### src/sv/tcw_pkg.sv
// ----------------------------------------------------------------------------
// tcw_pkg
// Shared types and constants of the text console writer: operation codes,
// command kinds passed from the front end to the back end, and result layout.
// ----------------------------------------------------------------------------
package tcw_pkg;

  typedef logic [7:0] char_t;
  typedef logic [7:0] attr_t;
  typedef logic [4:0] row_f_t;
  typedef logic [6:0] col_f_t;

  localparam char_t NEWLINE_CODE = 8'd10;

  localparam logic [1:0] REG_FG = 2'd0;
  localparam logic [1:0] REG_BG = 2'd1;

  localparam int QUEUE_DEPTH = 2;
  localparam int Q_PTR_W     = 1;

  typedef enum logic [1:0] {
    OP_PUT   = 2'd0,
    OP_CLEAR = 2'd1,
    OP_READ  = 2'd2
  } op_t;

  typedef enum logic [2:0] {
    CMD_NOP,
    CMD_PUT,
    CMD_NEWLINE,
    CMD_CLEAR,
    CMD_READ
  } cmd_kind_t;

  typedef struct packed {
    cmd_kind_t kind;
    char_t     ch;
    row_f_t    read_row;
    col_f_t    read_col;
  } cmd_t;

  typedef struct packed {
    char_t  cell_char;
    attr_t  cell_attr;
    row_f_t row_now;
    col_f_t col_now;
    logic   scrolled;
  } res_t;

  typedef struct packed {
    logic init_busy;
  } back_status_t;

endpackage

### src/sv/tcw_queue.sv
// ----------------------------------------------------------------------------
// tcw_queue
// Two-entry command queue between the front end and the back end.
// ----------------------------------------------------------------------------
module tcw_queue (
  input  logic          clk,
  input  logic          rst_n,
  input  logic          push,
  input  tcw_pkg::cmd_t push_cmd,
  output logic          full,
  input  logic          pop,
  output tcw_pkg::cmd_t head,
  output logic          head_valid
);

  tcw_pkg::cmd_t              entries_r [tcw_pkg::QUEUE_DEPTH];
  logic [tcw_pkg::Q_PTR_W-1:0] wr_ptr_r;
  logic [tcw_pkg::Q_PTR_W-1:0] rd_ptr_r;
  logic [tcw_pkg::Q_PTR_W:0]   count_r;
  logic                        do_push;
  logic                        do_pop;

  assign full       = (count_r == (tcw_pkg::Q_PTR_W + 1)'(tcw_pkg::QUEUE_DEPTH));
  assign head_valid = (count_r != '0);
  assign head       = entries_r[rd_ptr_r];
  assign do_push    = push && !full;
  assign do_pop     = pop && head_valid;

  always_ff @(posedge clk) begin
    if (do_push) begin
      entries_r[wr_ptr_r] <= push_cmd;
    end
  end

  always_ff @(posedge clk) begin
    if (!rst_n) begin
      wr_ptr_r <= '0;
      rd_ptr_r <= '0;
      count_r  <= '0;
    end else begin
      if (do_push) begin
        wr_ptr_r <= wr_ptr_r + tcw_pkg::Q_PTR_W'(1);
      end
      if (do_pop) begin
        rd_ptr_r <= rd_ptr_r + tcw_pkg::Q_PTR_W'(1);
      end
      case ({do_push, do_pop})
        2'b10:   count_r <= count_r + (tcw_pkg::Q_PTR_W + 1)'(1);
        2'b01:   count_r <= count_r - (tcw_pkg::Q_PTR_W + 1)'(1);
        default: count_r <= count_r;
      endcase
    end
  end

endmodule

### src/sv/tcw_front.sv
// ----------------------------------------------------------------------------
// tcw_front
// Accepts input requests, classifies them into commands and queues them.
// ----------------------------------------------------------------------------
module tcw_front #(
  parameter int COLUMNS = 80,
  parameter int ROWS    = 25
) (
  input  logic                  clk,
  input  logic                  rst_n,
  input  logic                  in_tvalid,
  output logic                  in_tready,
  input  logic [23:0]           in_tdata,
  input  logic [1:0]            in_tuser,
  input  tcw_pkg::back_status_t status,
  input  logic                  pop,
  output tcw_pkg::cmd_t         head,
  output logic                  head_valid
);

  tcw_pkg::cmd_t  cmd;
  tcw_pkg::char_t in_char;
  tcw_pkg::row_f_t in_row;
  tcw_pkg::col_f_t in_col;
  logic           q_full;
  logic           in_range;

  assign in_char  = in_tdata[7:0];
  assign in_row   = in_tdata[12:8];
  assign in_col   = in_tdata[19:13];
  assign in_range = (32'(in_row) < 32'(ROWS)) && (32'(in_col) < 32'(COLUMNS));

  always_comb begin
    cmd.ch       = in_char;
    cmd.read_row = in_row;
    cmd.read_col = in_col;
    unique case (tcw_pkg::op_t'(in_tuser))
      tcw_pkg::OP_PUT: begin
        cmd.kind = (in_char == tcw_pkg::NEWLINE_CODE) ? tcw_pkg::CMD_NEWLINE
                                                      : tcw_pkg::CMD_PUT;
      end
      tcw_pkg::OP_CLEAR: cmd.kind = tcw_pkg::CMD_CLEAR;
      tcw_pkg::OP_READ:  cmd.kind = in_range ? tcw_pkg::CMD_READ : tcw_pkg::CMD_NOP;
      default:           cmd.kind = tcw_pkg::CMD_NOP;
    endcase
  end

  assign in_tready = !q_full && !status.init_busy;

  tcw_queue u_queue (
    .clk        (clk),
    .rst_n      (rst_n),
    .push       (in_tvalid && in_tready),
    .push_cmd   (cmd),
    .full       (q_full),
    .pop        (pop),
    .head       (head),
    .head_valid (head_valid)
  );

endmodule

### config.mk
export PLATFORM = sky130hd
export DESIGN_NAME = tcw_front
export DESIGN_NICKNAME = d
export VERILOG_FILES = /design/src/sv/tcw_pkg.sv /design/src/sv/tcw_queue.sv /design/src/sv/tcw_front.sv
export SDC_FILE = /design/constraint.sdc
export NUM_CORES = 1
export LEC_CHECK = 0
export BUFFER_PORTS_ARGS = -buffer_cell sky130_fd_sc_hd__buf_2
export CORE_AREA = 2 2 67 69
export DETAILED_ROUTE_END_ITERATION = 6
export DIE_AREA = 0 0 69 71
export PLACE_DENSITY_LB_ADDON = 0.15
export SLEW_MARGIN = 10
export SYNTH_ARGS = -nofsm -noshare
export SYNTH_HDL_FRONTEND = slang
export SYNTH_HIERARCHICAL = 1
export SYNTH_SLANG_ARGS = --single-unit
### constraint.sdc
create_clock -name clk -period 3 [get_ports clk]
set_clock_uncertainty 0.15 [all_clocks]
set_input_delay 0.45 -clock clk [delete_from_list [all_inputs] [get_ports clk]]
set_output_delay 0.45 -clock clk [all_outputs]
set_load 0.02 [all_outputs]
; ---- Word-level counts from Yosys, hierarchy flattened
; Memories as Yosys holds them, arrays and structs flattened. A register that Yosys moved wholly into a read port is not among the register bits.
; Cells that the tools add are included.
[op_classes]
n_mux = 8
magnitude_cmp = 2
div = 0
n_addsub = 4
n_mul = 0
n_reduce_logical = 10
bitwise_logic = 0
shift = 0
eq_ne = 6
[ops]
columns = operator, count
row1 = 3-bit case mux with 3 select lines, 1
row2 = 8-bit by 4-bit equality test with 1-bit output (second input constant), 1
row3 = 7-bit less-than comparator (second input constant), 1
row4 = 2-bit equality test (second input constant), 3
row5 = 1-bit logical AND, 5
row6 = 5-bit less-than comparator (second input constant), 1
row7 = 2-bit by 1-bit equality test with 1-bit output (second input constant), 2
row8 = 1-bit 2-to-1 mux, 4
row9 = 2-bit case mux with 2 select lines, 1
row10 = 2-bit nonzero test, 2
row11 = 3-bit 2-to-1 mux, 1
row12 = 1-bit adder (second input constant), 2
row13 = 2-bit by 1-bit adder with 2-bit output (second input constant), 1
row14 = 1-bit logical NOT, 2
row15 = 2-bit logical NOT, 1
row16 = 2-bit 2-to-1 mux, 1
row17 = 2-bit by 1-bit subtractor with 2-bit output (second input constant), 1
[totals]
n_memories = 1
reg_bits = 4
rom_bits = 0
ram_bits = 46
input_bits = 31
latch_bits = 0
[memory_table]
columns = name, depth, word_bits, rd, rd_clocked_by_memory_dff, write_ports, line_no
row1 = u_queue.entries_r, 2, 23, 1, 1, 1, tcw_queue.sv:16  ; tcw_pkg::cmd_t entries_r [tcw_pkg::QUEUE_DEPTH];

; ---- Logic depth before layout (Yosys ltp)
; Gate-level depths: netlist of the first run.
[logic_depth]
depth_word = 7
depth_mapped = 9
depth_no_buf = 9

; ---- By module
; Netlist of the first run, hierarchy kept.
[modules_own_cells]
columns = module, instances, seq_area_each_um2, area_per_inst_um2, cells_per_inst
row1 = tcw_queue, 1, 1481.4, 1889.3, 97
row2 = tcw_front, 1, 0.0, 101.3, 11

; ---- Least setup slack after synthesis of the first run
; OpenSTA, ideal clock, no wires.
[synth_timing]
path_kind = register to register
from = register u_queue/count_r[0] (netlist bit)
to = memory u_queue/entries_r[0][0] (netlist bit), enable pin
arrival_time_ns = 1.956
path_buffers = 0
path_slack_ns = 0.516
synth_period_minus_slack_ns = 2.484
stages_incl_launch_ff = 8
path_cell_list = dfxtp_1 > nand2b_2 > inv_2 > nor2_1 > and2_1 > inv_1 > or3_1 > inv_1
[synth_via]
elab_chain_cells = 7
[synth_lines]
columns = element, line_no
row1 = from (decl), tcw_queue.sv:19  ; logic [tcw_pkg::Q_PTR_W:0] count_r;
row2 = from (signal assigned), tcw_queue.sv:48  ; 2'b10: count_r <= count_r + (tcw_pkg::Q_PTR_W + 1)'(1);
row3 = from (signal assigned), tcw_queue.sv:49  ; 2'b01: count_r <= count_r - (tcw_pkg::Q_PTR_W + 1)'(1);
row4 = from (signal assigned), tcw_queue.sv:50  ; default: count_r <= count_r;
row5 = 2-bit equality test, tcw_queue.sv:23  ; assign full = (count_r == (tcw_pkg::Q_PTR_W + 1)'(tcw_pkg::QUEUE_DEPTH));
row6 = net q_full, tcw_front.sv:25  ; logic q_full;
row7 = 1-bit logical NOT, tcw_front.sv:48  ; assign in_tready = !q_full && !status.init_busy;
row8 = 1-bit logical AND, tcw_front.sv:48
row9 = net in_tready, tcw_front.sv:12  ; output logic in_tready,
row10 = 1-bit logical AND, tcw_front.sv:53  ; .push (in_tvalid && in_tready),
row11 = 1-bit logical AND, tcw_queue.sv:26  ; assign do_push = push && !full;
row12 = 1-bit 2-to-1 mux, tcw_queue.sv:30  ; if (do_push) begin
row13 = 1-bit 2-to-1 mux (not written as such), tcw_queue.sv:31  ; entries_r[wr_ptr_r] <= push_cmd;
row14 = to (decl), tcw_queue.sv:16
; The timed path passes the listed nets, and every way through them passes these cells.

; ---- Final worst setup path of the first run
[layout_timing]
from = register u_queue/count_r[0] (netlist bit)
to = memory u_queue/entries_r[0][22] (netlist bit), enable pin
[layout_via]
elab_chain_cells = 7
[layout_lines]
columns = element, line_no
row1 = 2-bit equality test *, tcw_queue.sv:23
row2 = net q_full, tcw_front.sv:25
row3 = 1-bit logical NOT *, "tcw_queue.sv:26, tcw_front.sv:48"
row4 = 1-bit logical AND, tcw_front.sv:48
row5 = 1-bit logical AND, tcw_front.sv:53
row6 = 1-bit logical AND *, tcw_queue.sv:26
row7 = 1-bit 2-to-1 mux *, tcw_queue.sv:30
row8 = 1-bit 2-to-1 mux (not written as such) *, tcw_queue.sv:31
; Mark *: on every way through the listed nets, which the timed path passes. The rest lies on a longest branch.

==> flow_summary.toml, run 1 <==
[run_status]
status = "complete, no violations"

[critical_path]
crit_end = "u_queue/entries_r[0][22]"
r2r-end = "u_queue/entries_r[0][22]"
max_stage_delay_ns = 0.41
cp_data_arrival_time_ns = 2.00
r2r_start = "u_queue/count_r[0]"
cp_cell_sequence = "nand2b_2 > inv_2 > nor2_1 > and2_1 > inv_1 > or3_1 > inv_1 > buf_4"
rrSetupSlack_ns = 0.81
end_kind = "flip-flop"
critical_path.startpoint = "u_queue/count_r[0]"
critical_path.most_common_cell = "inv_1"
cp_top_family = "simple AND/OR/NAND/NOR gates"
cp.required_ns = 2.82
r2r_cells = 8
start_kind = "flip-flop"
path_depth = 8
cp_max_fo = 23
critPathSlowestCell = "dfxtp_1"
cp_num_buf_inv = 4
worstSetupPathType = "flip-flop to flip-flop"

[floorplanning]
core_um2 = 4200
ios = 56
die-area_um2 = 4900
start_util = 0.474
std_cell_rows = 24
die_h_um = 71
die_width_um = 69

[final_layout]
layout-drive-gt1-share = 0.530
regArea_um2 = 1480
antenna_cells = 0
final_cell_count_no_fill = 220
post-route-util = 0.572
num-nets-final = 199
n_fill_cell = 358
synthToLayoutAreaGrowth_pct = 20.8
multiInputGateArea_um2 = 484

[detailed_routing]
first_iter_violations = 55
first_pass_iters = 4
vias = 1082
drc_errors = 0
routed_wl_mm = 3.29
wl_per_cell_um = 15.0
vias_per_cell = 4.92
drt.antenna.violating_nets = 0

[sta]
maxSlewHeadroom = 0.657
worst_pin_slew_ns = 0.515
timing.hold.ws_ns = 0.197
fin_ws_ns = 0.814
rsz0062_at_grt = "no"
slew_violations = 0
max_freq_mhz = 457
fin_setup_tns_ns = 0
fin_crit_sh = 0.729
finalSetupViolCount = 0
period_minus_slack_ns = 2.19
finalHoldViolCount = 0

[pwr]
p_leak_nw = 0.905
pwr-share-seq = 0.491
sw_frac_of_total = 0.301
ir_worst_vdd_mv = 0.393
clkPwrFrac = 0.202
power.density_nw_per_um2 = 751
switchingPower_uw = 544
combPwrFrac = 0.307
p_int_mw = 1.26

[cts]
cts_setup_buffers = 0
clock-sinks = 51
ctsLongestPathBuffers = 2
hold_buffers = 0
cts_buffers = 5
cts_root_buf = "clkbuf_8"
post_cts_resized = 0
clock_latency_ns = 0.29
cts_max_level = 2
clkTransAtPathRegs_ns = 0.08
cts_tree = "done"

[logic_synthesis]
synth.avg_cell_area_um2 = 18.4
syn_area_um2 = 1990
synth_fa_ha_area_frac = 0.00629
syn-num-nets = 140
synthDistinctLibCells = 25
ys_ff_latch = 51
post_synth_and_or_nand_nor_area_fraction = 0.0647
synth-xor-area-share = 0.0132
synth_cells = 108
ys_seq_area_frac = 0.744
synth_top_family_by_area = "multiplexers"
synth-compound-area-share = 0.0289
ys_warn_count = 6
synthMuxAreaShare = 0.130

[place]
place.gp.congestion = 0.682
post-place-ws_ns = 0.797
port_buffers = 51
dp.cells = 212
hpwl_mm = 2.32

[global_routing]
grt_max_degree = 24
grt_overflow_total = 0
grt.total_usage = 0.147
grt_antenna_before_repair = 0
grt_pass1_vias = 1208
grt_pass1_wl_mm = 5.55

[run]
maxCapViolations = 0

[worst_hold_path]
timing.hold.worst.class = "input pin to flip-flop"
[layer usage]
layer / wire, um / track usage / vias up
met3: 221 / 0.0556 / 2
met5: 0 / 0 / -
met2: 1790 / 0.271 / 30
met1: 1260 / 0.151 / 518
li1: - / - / 532
met4: 26 / 0.0588 / 0
[cells in the final DEF, fill, tap and decap left out, types with 2 or more instances in the layout]
cell type,instances
mux2_2,23
o21ai_0,3
buf_2,51
clkbuf_8,5
nor2b_1,2
edfxtp_1,46
or3_1,2
nor4b_4,2
dfxtp_1,5
a21boi_1,2
and2_1,2
buf_4,3
xnor2_1,3
inv_1,3
clkbuf_1,2
[power groups by stage]
stage / logic [mW] / clock network (mW) / registers (mW)
4_1_cts: 0.566 / 0.383 / 0.887
5_1_grt: 0.603 / 0.416 / 0.895
2_1_floorplan: 0.394 / 0 / 0.900
3_5_place_dp: 0.563 / 0 / 0.904
6_report: 0.554 / 0.365 / 0.886
3_3_place_gp: 0.548 / 0 / 0.899
[cell usage after synthesis (all sizes together)]
master | instances | area share
a21boi | 2 | 0.0075
or2 | 1 | 0.0031
mux2 | 23 | 0.13
o21a | 1 | 0.0038
o311ai | 1 | 0.0044
nor4b | 2 | 0.024
edfxtp | 46 | 0.69
a21oi | 1 | 0.0025
ha | 1 | 0.0063
nand2 | 1 | 0.0019
inv | 4 | 0.0075
a31oi | 1 | 0.0031
xnor2 | 3 | 0.013
o21ai | 3 | 0.0075
or3 | 2 | 0.0063
and3 | 1 | 0.0031
buf | 2 | 0.0050
nor2 | 2 | 0.0050
and4 | 1 | 0.0044
and2 | 2 | 0.0063
dfxtp | 5 | 0.050
nor2b | 2 | 0.0063
nand2b | 1 | 0.0044
[state kept, by name, indices dropped and copies added (netlist names), named ones only]
name,cells
u_queue/count_r,2
u_queue/entries_r,46
u_queue/wr_ptr_r,1
u_queue/rd_ptr_r,1
[worst register-to-register path, cell delays in order (launching register included)]
cell	delay [ns]
dfxtp_1	0.41
nand2b_2	0.17
inv_2	0.04
nor2_1	0.10
and2_1	0.17
inv_1	0.05
or3_1	0.37
inv_1	0.07
buf_4	0.31
[worst min-delay path by stage]
stage                                start  cells past startpoint  slack (ns)                 endpoint
after floorplan           u_queue/wr_ptr_r                      2        0.31         u_queue/wr_ptr_r
after CTS                     in_tdata[15]                      1        0.19  u_queue/entries_r[1][2]
after global placement    u_queue/wr_ptr_r                      2        0.32         u_queue/wr_ptr_r
after detailed placement  u_queue/wr_ptr_r                      2        0.34         u_queue/wr_ptr_r
after global routing          in_tdata[15]                      1        0.18  u_queue/entries_r[1][2]
final                         in_tdata[15]                      1        0.20  u_queue/entries_r[1][2]
[layout make-up]
cell class / count / share of cell area
clock buffers: 7 / 0.0317
repair buffers: 54 / 0.116
inverters: 4 / 0.00624
flip-flops and latches: 51 / 0.616
clock inverters: 1 / 0.00208
multi-input cells: 51 / 0.201
well taps: 52 / 0.0271
[cells by family (layout without fill, tap and decap cells)]
logic type                 count (synthesis)  after routing
AOI/OAI and AO/OA                          9              9
and+or+nand+nor                           15             15
xor gates and xnor gates                   3              3
muxes                                     23             23
DFF                                       51             51
buffers and inverters                      6             66
adders and majority gates                  1              1
[stage by stage]
stage          area [um2]  power, mW
6_report             2400       1.81
5_1_grt              2400       1.91
4_1_cts              2400       1.84
3_5_place_dp         2320       1.47
3_3_place_gp         2320       1.45
2_1_floorplan        1990       1.29
No activity file was read; power rests on OpenSTA's default activity.
==> run 2: changes to the inputs <==
--- a/config.mk
+++ b/config.mk
@@ -6,9 +6,9 @@
 export NUM_CORES = 1
 export LEC_CHECK = 0
 export BUFFER_PORTS_ARGS = -buffer_cell sky130_fd_sc_hd__buf_2
-export CORE_AREA = 2 2 67 69
+export CORE_AREA = 2 2 69 71
 export DETAILED_ROUTE_END_ITERATION = 6
-export DIE_AREA = 0 0 69 71
+export DIE_AREA = 0 0 71 73
 export PLACE_DENSITY_LB_ADDON = 0.15
 export SLEW_MARGIN = 10
 export SYNTH_ARGS = -nofsm -noshare
==> constraint.sdc (replaced) <==
create_clock -name clk -period 1.8 [get_ports clk]
set_clock_uncertainty 0.15 [all_clocks]
set_input_delay 0.27 -clock clk [delete_from_list [all_inputs] [get_ports clk]]
set_output_delay 0.27 -clock clk [all_outputs]
set_load 0.02 [all_outputs]
==> run 2 against run 1 <==
Compared with the run above: the run now ends with setup timing left; sequential power grew 69%; cell area is 14% higher; final cell count grew 5.0%; register-to-register slack worse by 0.83 ns; power increased by 97%; global-route usage is 1.2 points lower; utilization rose by 3.2 points; clock power up 110%; setup slack got worse by 0.83 ns; wire length is 8.8% higher; critical endpoint is now u_queue/entries_r[0][19]; largest power group unchanged; highest routed layer unchanged.
==> flow_summary.toml, run 2 (same netlist as run 1, synthesis figures left out) <==
[run_status]
status = "finished, violations left"
violations = "setup timing"

[final_layout]
largest-register = "u_queue/entries_r"
post-route-util = 0.604
layout-drive-gt1-share = 0.593
multiInputGateArea_um2 = 552
antenna_cells = 0
largest_register_ffs = 46
mostFrequentLayoutCells = "46 x edfxtp_1, 39 x buf_2, 14 x mux2_2"
final_cell_count_no_fill = 231
top_regs = "u_queue/entries_r: 46 flops, u_queue/count_r: 2 flops"
final_common_cell = "edfxtp_1"
n_fill_cell = 357
synthToLayoutAreaGrowth_pct = 37.6
num-nets-final = 208
regArea_um2 = 1490

[sta]
fin_crit_sh = 1.01
finalHoldViolCount = 0
finalSetupViolCount = 14
maxSlewHeadroom = 0.809
period_minus_slack_ns = 1.81
slew_violations = 0
rsz0062_at_grt = "yes"
max_freq_mhz = 552
fin_ws_ns = -0.0111
worst_pin_slew_ns = 0.282
timing.hold.ws_ns = 0.0171

[critical_path]
r2r_cells = 8
max_stage_delay_ns = 0.34
worstSetupPathType = "flip-flop to flip-flop"
cp_max_fo = 7
end_kind = "flip-flop"
r2r-end = "u_queue/entries_r[0][19]"
r2r_start = "u_queue/count_r[0]"
critPathSlowestCell = "or3_4"
start_kind = "flip-flop"
cp_cell_sequence = "nand2b_4 > inv_4 > nor2_4 > and2_4 > inv_2 > or3_4 > clkinvlp_4 > buf_4"
cp_data_arrival_time_ns = 1.67
cp.required_ns = 1.66
rrSetupSlack_ns = -0.01

[global_routing]
grt.total_usage = 0.135
grt_pass1_wl_mm = 5.16
grt_pass1_vias = 1151
grt_max_degree = 24
grt_antenna_before_repair = 0
grt_overflow_total = 0

[floorplanning]
core_um2 = 4540
die-area_um2 = 5180
std_cell_rows = 25
die_width_um = 71
ios = 56
start_util = 0.439
die_h_um = 73

[cts]
cts_buffers = 5
cts_setup_buffers = 0
cts_tree = "done"
cts_root_buf = "clkbuf_8"
ctsLongestPathBuffers = 2
clock-sinks = 51
clkTransAtPathRegs_ns = 0.08
cts_max_level = 2
clock_latency_ns = 0.29

[worst_hold_path]
min_to = "u_queue/entries_r[0][3]"
hp-start = "in_tdata[16]"
hold_depth = 1
timing.hold.worst.class = "input pin to flip-flop"

[detailed_routing]
drt.antenna.violating_nets = 0
first_pass_iters = 4
vias_per_cell = 4.94
wl_per_cell_um = 15.5
vias = 1142
routed_wl_mm = 3.58
first_iter_violations = 48
drc_errors = 0

[place]
place.gp.congestion = 0.688
port_buffers = 51
post-place-ws_ns = -0.00456
dp.cells = 217
hpwl_mm = 2.30

[pwr]
finalPower_mw = 3.56
power.density_nw_per_um2 = 1300
p_leak_nw = 1.04
ir_worst_vdd_mv = 0.740

[run]
maxCapViolations = 0
-- run 2: final cells by class --
type / count / share of cell area
inverter: 4 / 0.00777
tap: 54 / 0.0247
sequential: 51 / 0.543
multi-input combinational: 51 / 0.201
clock inverter: 3 / 0.0142
timing repair buffer: 63 / 0.184
clock buffer: 5 / 0.0251
-- run 2: metal layers --
layer / wire (um) / GRT usage
met1: 1380 / 0.142
met2: 1900 / 0.244
met3: 267 / 0.0608
met5: 0 / 0
met4: 36 / 0.0440
-- run 2: where the power goes --
part,internal [mW],leakage [nW],switching [mW]
sequential,1.44,0.465,0.0610
clock,0.407,0.0556,0.345
combinational,0.702,0.519,0.608
-- run 2: worst max-delay path, delay by kind of cell (launching register included) --
kind                   cells  cell delay (ns)
buffers and inverters      4             0.33
DFF                        1             0.33
and+or+nand+nor            4             0.71
-- run 2: how the worst max path moves through the flow --
stage / from / to / slack, ns
2_1_floorplan: u_queue/count_r[0] / u_queue/entries_r[0][0] / -0.20
3_3_place_gp: u_queue/count_r[0] / u_queue/entries_r[0][18] / 0.02
3_5_place_dp: u_queue/count_r[0] / u_queue/entries_r[0][18] / -0.005
4_1_cts: u_queue/count_r[0] / u_queue/entries_r[0][19] / -0.02
5_1_grt: u_queue/count_r[0] / u_queue/entries_r[0][18] / -0.08
6_report: u_queue/count_r[0] / u_queue/entries_r[0][19] / -0.01
-- run 2: metrics by stage --
| step | area [um2] | TNS [ns] |
|---|---|---|
| 2_1_floorplan | 2030 | -4.56 |
| 3_3_place_gp | 2430 | 0 |
| 3_5_place_dp | 2430 | -0.0305 |
| 4_1_cts | 2550 | -0.240 |
| 5_1_grt | 2740 | -1.85 |
| 6_report | 2740 | -0.0751 |
-- run 2: timing repair --
item                                    in CTS  in global routing
hold buffers                                 1                  2
hold endpoints to repair                     2                  3
endpoints found under the setup margin      28                 39
gates resized for setup                      1                 34
cloned                                       0                  3
